$ cat config.mk
export PLATFORM = sky130hd
export DESIGN_NAME = stack_machine_executor_top
export DESIGN_NICKNAME = d
export VERILOG_FILES = /design/src/design/smx_pkg.sv /design/src/design/smx_cell.sv /design/src/design/smx_ctrl.sv /design/src/design/stack_machine_executor_top.sv
export SDC_FILE = /design/constraint.sdc
export NUM_CORES = 2
export LEC_CHECK = 0
export BUFFER_PORTS_ARGS = -buffer_cell sky130_fd_sc_hd__buf_2
export CAP_MARGIN = 20
export CORE_UTILIZATION = 45
export DETAILED_ROUTE_END_ITERATION = 8
export PLACE_DENSITY_LB_ADDON = 0.3
export SYNTH_ARGS = -nofsm -noshare
export SYNTH_HDL_FRONTEND = slang
export SYNTH_SLANG_ARGS = --single-unit
$ cat constraint.sdc
create_clock -name clock -period 29.9 [get_ports clock]
set_clock_uncertainty 0.1 [all_clocks]
set_input_delay 7.475 -clock clock [delete_from_list [all_inputs] [get_ports clock]]
set_output_delay 7.475 -clock clock [all_outputs]
set_load 0.05 [all_outputs]
$ cat src/design/smx_pkg.sv
// shared constants, opcode and status codes and control types of the stack machine executor
// no dependencies; imported by every other file of the block
`default_nettype none

package smx_pkg;

   localparam int STACK_DEPTH = 16;
   localparam int NUM_REGS    = 32;
   localparam int DATA_WIDTH  = 32;

   // fixed field widths of the item and result ports
   localparam int OP_W   = 3;
   localparam int IMM_W  = 32;
   localparam int REG_W  = 5;
   localparam int ST_W   = 3;
   localparam int CNT_W  = $clog2(STACK_DEPTH + 1);
   localparam int OUT_W  = 32;

   typedef enum logic [OP_W-1:0] {
      OP_HLT  = 3'd0,
      OP_PSH  = 3'd1,
      OP_ADD  = 3'd2,
      OP_MUL  = 3'd3,
      OP_POP  = 3'd4,
      OP_LOAD = 3'd5
   } op_type;

   typedef enum logic [ST_W-1:0] {
      ST_OK      = 3'd0,
      ST_HALT    = 3'd1,
      ST_IGNORED = 3'd2,
      ST_UNDER   = 3'd3,
      ST_ILLEGAL = 3'd4,
      ST_OVER    = 3'd5,
      ST_BADREG  = 3'd6
   } status_type;

   // what one stack cell loads on a step
   typedef enum logic [1:0] {
      SEL_HOLD  = 2'd0,
      SEL_ABOVE = 2'd1,
      SEL_BELOW = 2'd2
   } cell_sel_type;

   typedef struct packed {
      status_type         status;
      logic               running_next;
      logic [CNT_W-1:0]   count_next;
      cell_sel_type       sel_top;
      cell_sel_type       sel_rest;
      logic               reg_write;
   } step_ctl_type;

endpackage

`default_nettype wire

$ cat src/design/smx_cell.sv
// one stack cell: holds one operand entry and shifts with its neighbors
// depends on smx_pkg
`default_nettype none

module smx_cell
   import smx_pkg::*;
(
   input  wire logic                  clock,
   input  wire logic                  enable,
   input  wire cell_sel_type          sel,
   input  wire logic [DATA_WIDTH-1:0] above,
   input  wire logic [DATA_WIDTH-1:0] below,
   output logic      [DATA_WIDTH-1:0] value
);

   logic [DATA_WIDTH-1:0] value_ff;
   logic [DATA_WIDTH-1:0] value_in;

   always_comb begin
      case (sel)
         SEL_ABOVE: value_in = above;
         SEL_BELOW: value_in = below;
         default:   value_in = value_ff;
      endcase
   end

   // entries are undefined until pushed, so no reset
   always_ff @(posedge clock) begin
      if (enable) begin
         value_ff <= value_in;
      end
   end

   assign value = value_ff;

endmodule

`default_nettype wire

$ cat src/design/smx_ctrl.sv
// instruction decode, checks and alu of the stack machine executor
// depends on smx_pkg
`default_nettype none

module smx_ctrl
   import smx_pkg::*;
(
   input  wire logic                  running,
   input  wire logic [CNT_W-1:0]      count,
   input  wire logic [OP_W-1:0]       op,
   input  wire logic [IMM_W-1:0]      immediate,
   input  wire logic [REG_W-1:0]      target_reg,
   input  wire logic [DATA_WIDTH-1:0] top_value,
   input  wire logic [DATA_WIDTH-1:0] second_value,
   output step_ctl_type               ctl,
   output logic      [DATA_WIDTH-1:0] new_top,
   output logic      [DATA_WIDTH-1:0] top_next
);

   logic [DATA_WIDTH-1:0] imm_ext;
   logic [DATA_WIDTH-1:0] sum;
   logic [DATA_WIDTH-1:0] prod;
   logic                  is_full;
   logic                  lt_one;
   logic                  lt_two;
   logic                  bad_reg;

   assign imm_ext = DATA_WIDTH'(signed'(immediate));
   assign sum     = top_value + second_value;
   assign prod    = top_value * second_value;
   assign is_full = (count >= CNT_W'(STACK_DEPTH));
   assign lt_one  = (count == '0);
   assign lt_two  = (count < CNT_W'(2));
   assign bad_reg = (int'(target_reg) >= NUM_REGS);

   always_comb begin
      ctl.status       = ST_OK;
      ctl.running_next = running;
      ctl.count_next   = count;
      ctl.sel_top      = SEL_HOLD;
      ctl.sel_rest     = SEL_HOLD;
      ctl.reg_write    = 1'b0;
      new_top          = imm_ext;
      if (!running) begin
         ctl.status = ST_IGNORED;
      end else begin
         unique case (op)
            OP_HLT: begin
               ctl.status       = ST_HALT;
               ctl.running_next = 1'b0;
            end
            OP_PSH: begin
               if (is_full) begin
                  ctl.status       = ST_OVER;
                  ctl.running_next = 1'b0;
               end else begin
                  ctl.sel_top    = SEL_ABOVE;
                  ctl.sel_rest   = SEL_ABOVE;
                  ctl.count_next = count + CNT_W'(1);
               end
            end
            OP_ADD, OP_MUL: begin
               if (lt_two) begin
                  ctl.status       = ST_UNDER;
                  ctl.running_next = 1'b0;
               end else begin
                  new_top        = (op == OP_ADD) ? sum : prod;
                  ctl.sel_top    = SEL_ABOVE;
                  ctl.sel_rest   = SEL_BELOW;
                  ctl.count_next = count - CNT_W'(1);
               end
            end
            OP_POP: begin
               if (lt_one) begin
                  ctl.status       = ST_UNDER;
                  ctl.running_next = 1'b0;
               end else begin
                  ctl.sel_top    = SEL_BELOW;
                  ctl.sel_rest   = SEL_BELOW;
                  ctl.count_next = count - CNT_W'(1);
               end
            end
            OP_LOAD: begin
               if (lt_one) begin
                  ctl.status       = ST_UNDER;
                  ctl.running_next = 1'b0;
               end else if (bad_reg) begin
                  ctl.status       = ST_BADREG;
                  ctl.running_next = 1'b0;
               end else begin
                  ctl.sel_top    = SEL_BELOW;
                  ctl.sel_rest   = SEL_BELOW;
                  ctl.count_next = count - CNT_W'(1);
                  ctl.reg_write  = 1'b1;
               end
            end
            default: begin
               ctl.status       = ST_ILLEGAL;
               ctl.running_next = 1'b0;
            end
         endcase
      end
   end

   // top of stack after the step, zero when empty
   always_comb begin
      if (ctl.count_next == '0) begin
         top_next = '0;
      end else begin
         case (ctl.sel_top)
            SEL_ABOVE: top_next = new_top;
            SEL_BELOW: top_next = second_value;
            default:   top_next = top_value;
         endcase
      end
   end

endmodule

`default_nettype wire

$ cat src/design/stack_machine_executor_top.sv
// top level of the stack machine executor: cell chain, control and result register
// depends on smx_pkg, smx_cell and smx_ctrl
`default_nettype none

// Runs one stack-machine instruction per request transfer and returns one response
// transfer per instruction, in order. Throughput is one instruction per clock while
// no response is held back by rsp_stall: the operand stack is a chain of
// STACK_DEPTH cells with the top in cell 0, every instruction shifts the chain by
// at most one place, and add and multiply combine the two top cells in a single
// adder or 32x32 multiplier, so the next request is taken in the next cycle. Each
// response is registered; the request side stalls only while a response is held
// back by rsp_stall. After a halt or any error status the machine stays stopped
// until reset and answers every further request with the ignored status. Loads
// report the popped value, its register index and rsp_reg_write on the response; the
// register contents themselves are not read back by any instruction, so the
// response is where a consumer picks them up. Stack entries need no clearing
// after reset: only entries below the depth are ever shown.

module stack_machine_executor_top
   import smx_pkg::*;
(
   input  wire logic                    clock,
   input  wire logic                    reset,
   // request channel
   input  wire logic                    req_valid,
   output logic                         req_stall,
   input  wire logic        [OP_W-1:0]  req_op,
   input  wire logic signed [IMM_W-1:0] req_immediate,
   input  wire logic        [REG_W-1:0] req_target_reg,
   // response channel
   output logic                         rsp_valid,
   input  wire logic                    rsp_stall,
   output logic             [ST_W-1:0]  rsp_status,
   output logic signed      [OUT_W-1:0] rsp_top_value,
   output logic             [CNT_W-1:0] rsp_stack_depth,
   output logic                         rsp_reg_write,
   output logic             [REG_W-1:0] rsp_reg_index,
   output logic signed      [OUT_W-1:0] rsp_reg_value
);

   logic                  req_accept;
   step_ctl_type          ctl;
   logic [DATA_WIDTH-1:0] new_top;
   logic [DATA_WIDTH-1:0] top_next;
   logic [DATA_WIDTH-1:0] cell_value [STACK_DEPTH];

   // machine state
   logic                  running_ff;
   logic                  running_in;
   logic [CNT_W-1:0]      count_ff;
   logic [CNT_W-1:0]      count_in;

   // response register
   logic                  rsp_valid_ff;
   logic                  rsp_valid_in;
   status_type            rsp_status_ff;
   logic [OUT_W-1:0]      rsp_top_ff;
   logic [CNT_W-1:0]      rsp_depth_ff;
   logic                  rsp_write_ff;
   logic [REG_W-1:0]      rsp_index_ff;
   logic [OUT_W-1:0]      rsp_value_ff;

   // take a new request whenever the response slot is free or draining this cycle
   assign req_stall  = rsp_valid_ff && rsp_stall;
   assign req_accept = req_valid && !req_stall;

   smx_ctrl u_ctrl (
      .running      (running_ff),
      .count        (count_ff),
      .op           (req_op),
      .immediate    (req_immediate),
      .target_reg   (req_target_reg),
      .top_value    (cell_value[0]),
      .second_value (cell_value[1]),
      .ctl          (ctl),
      .new_top      (new_top),
      .top_next     (top_next)
   );

   // operand stack: cell 0 is the top, higher cells are deeper
   for (genvar i = 0; i < STACK_DEPTH; i++) begin : g_cell
      logic [DATA_WIDTH-1:0] above;
      logic [DATA_WIDTH-1:0] below;
      cell_sel_type          sel;

      if (i == 0) begin : g_top
         assign above = new_top;
         assign sel   = ctl.sel_top;
      end else begin : g_mid
         assign above = cell_value[i-1];
         assign sel   = ctl.sel_rest;
      end

      if (i == STACK_DEPTH - 1) begin : g_last
         assign below = cell_value[i];
      end else begin : g_inner
         assign below = cell_value[i+1];
      end

      smx_cell u_cell (
         .clock  (clock),
         .enable (req_accept),
         .sel    (sel),
         .above  (above),
         .below  (below),
         .value  (cell_value[i])
      );
   end

   assign running_in   = req_accept ? ctl.running_next : running_ff;
   assign count_in     = req_accept ? ctl.count_next : count_ff;
   assign rsp_valid_in = req_accept || (rsp_valid_ff && rsp_stall);

   always_ff @(posedge clock) begin
      if (reset) begin
         running_ff   <= 1'b1;
         count_ff     <= '0;
         rsp_valid_ff <= 1'b0;
      end else begin
         running_ff   <= running_in;
         count_ff     <= count_in;
         rsp_valid_ff <= rsp_valid_in;
      end
   end

   // response payload, loaded on each request transfer
   always_ff @(posedge clock) begin
      if (req_accept) begin
         rsp_status_ff <= ctl.status;
         rsp_top_ff    <= OUT_W'(top_next);
         rsp_depth_ff  <= ctl.count_next;
         rsp_write_ff  <= ctl.reg_write;
         rsp_index_ff  <= ctl.reg_write ? req_target_reg : '0;
         rsp_value_ff  <= ctl.reg_write ? OUT_W'(cell_value[0]) : '0;
      end
   end

   assign rsp_valid       = rsp_valid_ff;
   assign rsp_status      = rsp_status_ff;
   assign rsp_top_value   = signed'(rsp_top_ff);
   assign rsp_stack_depth = rsp_depth_ff;
   assign rsp_reg_write   = rsp_write_ff;
   assign rsp_reg_index   = rsp_index_ff;
   assign rsp_reg_value   = signed'(rsp_value_ff);

   // a stopped machine never restarts without reset
   a_stays_stopped: assert property (@(posedge clock) disable iff (reset)
      !running_ff |=> !running_ff)
      else $error("machine restarted after stopping");

   // requests taken while stopped come back as ignored
   a_ignored_status: assert property (@(posedge clock) disable iff (reset)
      req_accept && !running_ff |=> rsp_valid_ff && rsp_status_ff == ST_IGNORED)
      else $error("stopped machine did not report ignored");

   // a register write only goes with an ok status
   a_write_ok: assert property (@(posedge clock) disable iff (reset)
      rsp_valid_ff && rsp_write_ff |-> rsp_status_ff == ST_OK)
      else $error("register write with error status");

   // stack depth moves only on a request transfer and stays in range
   a_depth_stable: assert property (@(posedge clock) disable iff (reset)
      !req_accept |=> $stable(count_ff) && count_ff <= CNT_W'(STACK_DEPTH))
      else $error("stack depth changed without a transfer");

endmodule

`default_nettype wire
==> metrics.csv <==
stage,metric,value,unit
clock_network,clk_pin_slew,0.06,ns
clock_network,cts_hold_buf,0,
floorplanning,initial_core_util,45.5,%
detailed_routing,drc,0,
sta,relSlewSlack,21.7,%
logic_synthesis,synthDistinctLibCells,67,
setup_path,cp.arrival,8.03,ns
layout,fillers,8339,
logic_synthesis,syn_inst,3478,
floorplanning,core,0.0936,sq mm
sta,finalCriticalPeriod,15.60,ns
clock_network,cts_inserted_buffers,68,
clock_network,cts_buffer_depth,3,
logic_synthesis,ys_seq_area_share,41.9,%
detailed_routing,antenna_left,0,
logic_synthesis,synth.net_count,4094,
floorplanning,fp.dieArea,0.0959,sq mm
clock_network,htreeDepth,3,
run,maxCapViolCount,0,
logic_synthesis,synth-seq-cells,597,
layout,final_cell_mix,"590 x edfxtp_1, 443 x mux2_2, 409 x fa_1",
floorplanning,rows,112,
status,status,"finished, final reports clean",
setup_path,end_kind,output pin,
detailed_routing,firstDrtPassIters,5,
global_routing,antenna_found_initial,8,
logic_synthesis,avgSynthCellArea,12.3,sq um
logic_synthesis,syn_area,0.0426,sq mm
layout,drive_above_1_share,20.9,%
layout,final_nets,4168,
sta,setup_violations,0,
clock_network,postCtsResizedCells,0,
floorplanning,boundaryPins,124,
placed_design,io_buffers,123,
sta,hold_viol,0,
setup_path,cp-start-kind,primary input,
floorplanning,dieHeight,310,microns
sta,tightest_slew,1.17,ns
clock_network,clk_latency,0.65,ns
clock_network,cts_tree,done,
setup_path,worst-path-max-fanout,3,
layout,syn_to_final_growth,10.2,%
clock_network,postCtsSetupBuffers,0,
setup_path,critical_path_class,primary input to output pin,
logic_synthesis,synth_top_area_share,41.6,%
global_routing,grt_pass1_wl,162,mm
sta,tns,0,ns
sta,clock.fmax,64.1,MHz
detailed_routing,drt_wl_total,104,mm
placed_design,gp_congestion,0.951,
layout,final_util,50.2,%
logic_synthesis,synth_edf_count,590,
sta,period_share,52.2,%
detailed_routing,wire_per_inst,21.4,microns
sta,setup_ws,14.30,ns
detailed_routing,vias,26800,
clock_network,cts.sinks,597,
placed_design,post-place-ws,14.30,ns
floorplanning,die_x,310,microns
logic_synthesis,yosys_most_used_dff,edfxtp_1,
global_routing,grt-ovfl-total,0,
global_routing,grt_pass1_vias,27400,
sta,drv_slew,0,
logic_synthesis,synth_async_sr_flop_share,0,%
global_routing,track_usage,22.3,%
setup_path,cp.required,22.33,ns
sta,rsz0062_at_grt,no,
logic_synthesis,yosysWarnings,0,
logic_synthesis,yosysTopAreaCell,edfxtp_1,
detailed_routing,vias_per_cell,5.51,
global_routing,grt_max_degree,183,
min_path,hold_class,flop to flop,
placed_design,hpwl,70.6,mm
layout,layout_commonest_cell,edfxtp_1,
detailed_routing,drt_iter0_markers,2453,
logic_synthesis,synth_area_leaders,"edfxtp_1 42%, fa_1 19%, mux2_2 12%, and2_1 5.3%, ha_1 4.8%",
clock_network,cts_root_buf,clkbuf_16,
==> area by class of cell <==
type / instances / area [sq um] / share of cell area (%)
clock buffers: 82 / 1760 / 3.76
diodes: 1 / 2.50 / 0.00533
clock inverters: 43 / 500 / 1.07
inverters: 402 / 1510 / 3.21
repair buffers: 191 / 1190 / 2.53
flip-flops and latches: 597 / 17900 / 38.0
multi-input cells: 2292 / 22600 / 48.1
well taps: 1254 / 1570 / 3.34
==> critical path, cell delays in order <==
cell and delay [ns]:
buf_2 0.07, and2_1 0.19, buf_2 0.29
==> layer usage <==
layer  part of all wire [%]  GRT usage, %  up-vias
li1                       -             -    11900
met1                     45          33.2    13600
met2                     43          32.2     1095
met3                    8.9          3.89      216
met4                    4.0          8.99        8
met5                  0.041             0        -
==> kinds of logic after synthesis <==
group	synth area share, %
AOI/OAI and AO/OA	5.06
xor gates and xnor gates	2.13
adders and majority gates	24.0
buffers and inverters	5.20
DFF	41.9
muxes	11.8
and+or+nand+nor	9.91
==> per-stage QoR <==
step | hold WS (ns) | std cells | area [sq um]
after floorplan | 0.320 | 3478 | 42600
after global routing | 0.345 | 4861 | 47000
after detailed placement | 0.330 | 4733 | 44600
after global placement | 0.321 | 4733 | 44600
final | 0.333 | 4862 | 47000
after CTS | 0.334 | 4858 | 46900
==> path summary, 6_finish.rpt <==
check	end	slack, ns	depth (start not counted)	from
setup / recovery	req_stall	14.30	3	rsp_stall
hold / removal	g_cell[15].u_cell.value[5]	0.33	0	g_cell[14].u_cell.value[5]
setup reg to reg	rsp_top_value[31]	21.04	25	g_cell[0].u_cell.value[9]
hold reg to reg	g_cell[15].u_cell.value[5]	0.33	0	g_cell[14].u_cell.value[5]
==> cell usage after synthesis, types with 66 or more instances <==
master / count
a21oi_1: 96
and2_1: 359
clkbuf_1: 174
edfxtp_1: 590
fa_1: 409
ha_1: 163
inv_1: 402
mux2_2: 443
nand2_1: 305
nor2_1: 71
o21ai_0: 78
xnor2_1: 66
==> sequential cells by signal, indices dropped and copies added (netlist names) <==
register and flops:
rsp_stack_depth 5, rsp_reg_value 32, running_ff 1, rsp_top_value 32
g_cell.u_cell.value 512, rsp_reg_index 5, count_ff 5, rsp_status 3
rsp_valid 1, rsp_reg_write 1
Power is not shown: default switching activity piles up to over one toggle a cycle in this logic, so the estimate is an artifact.
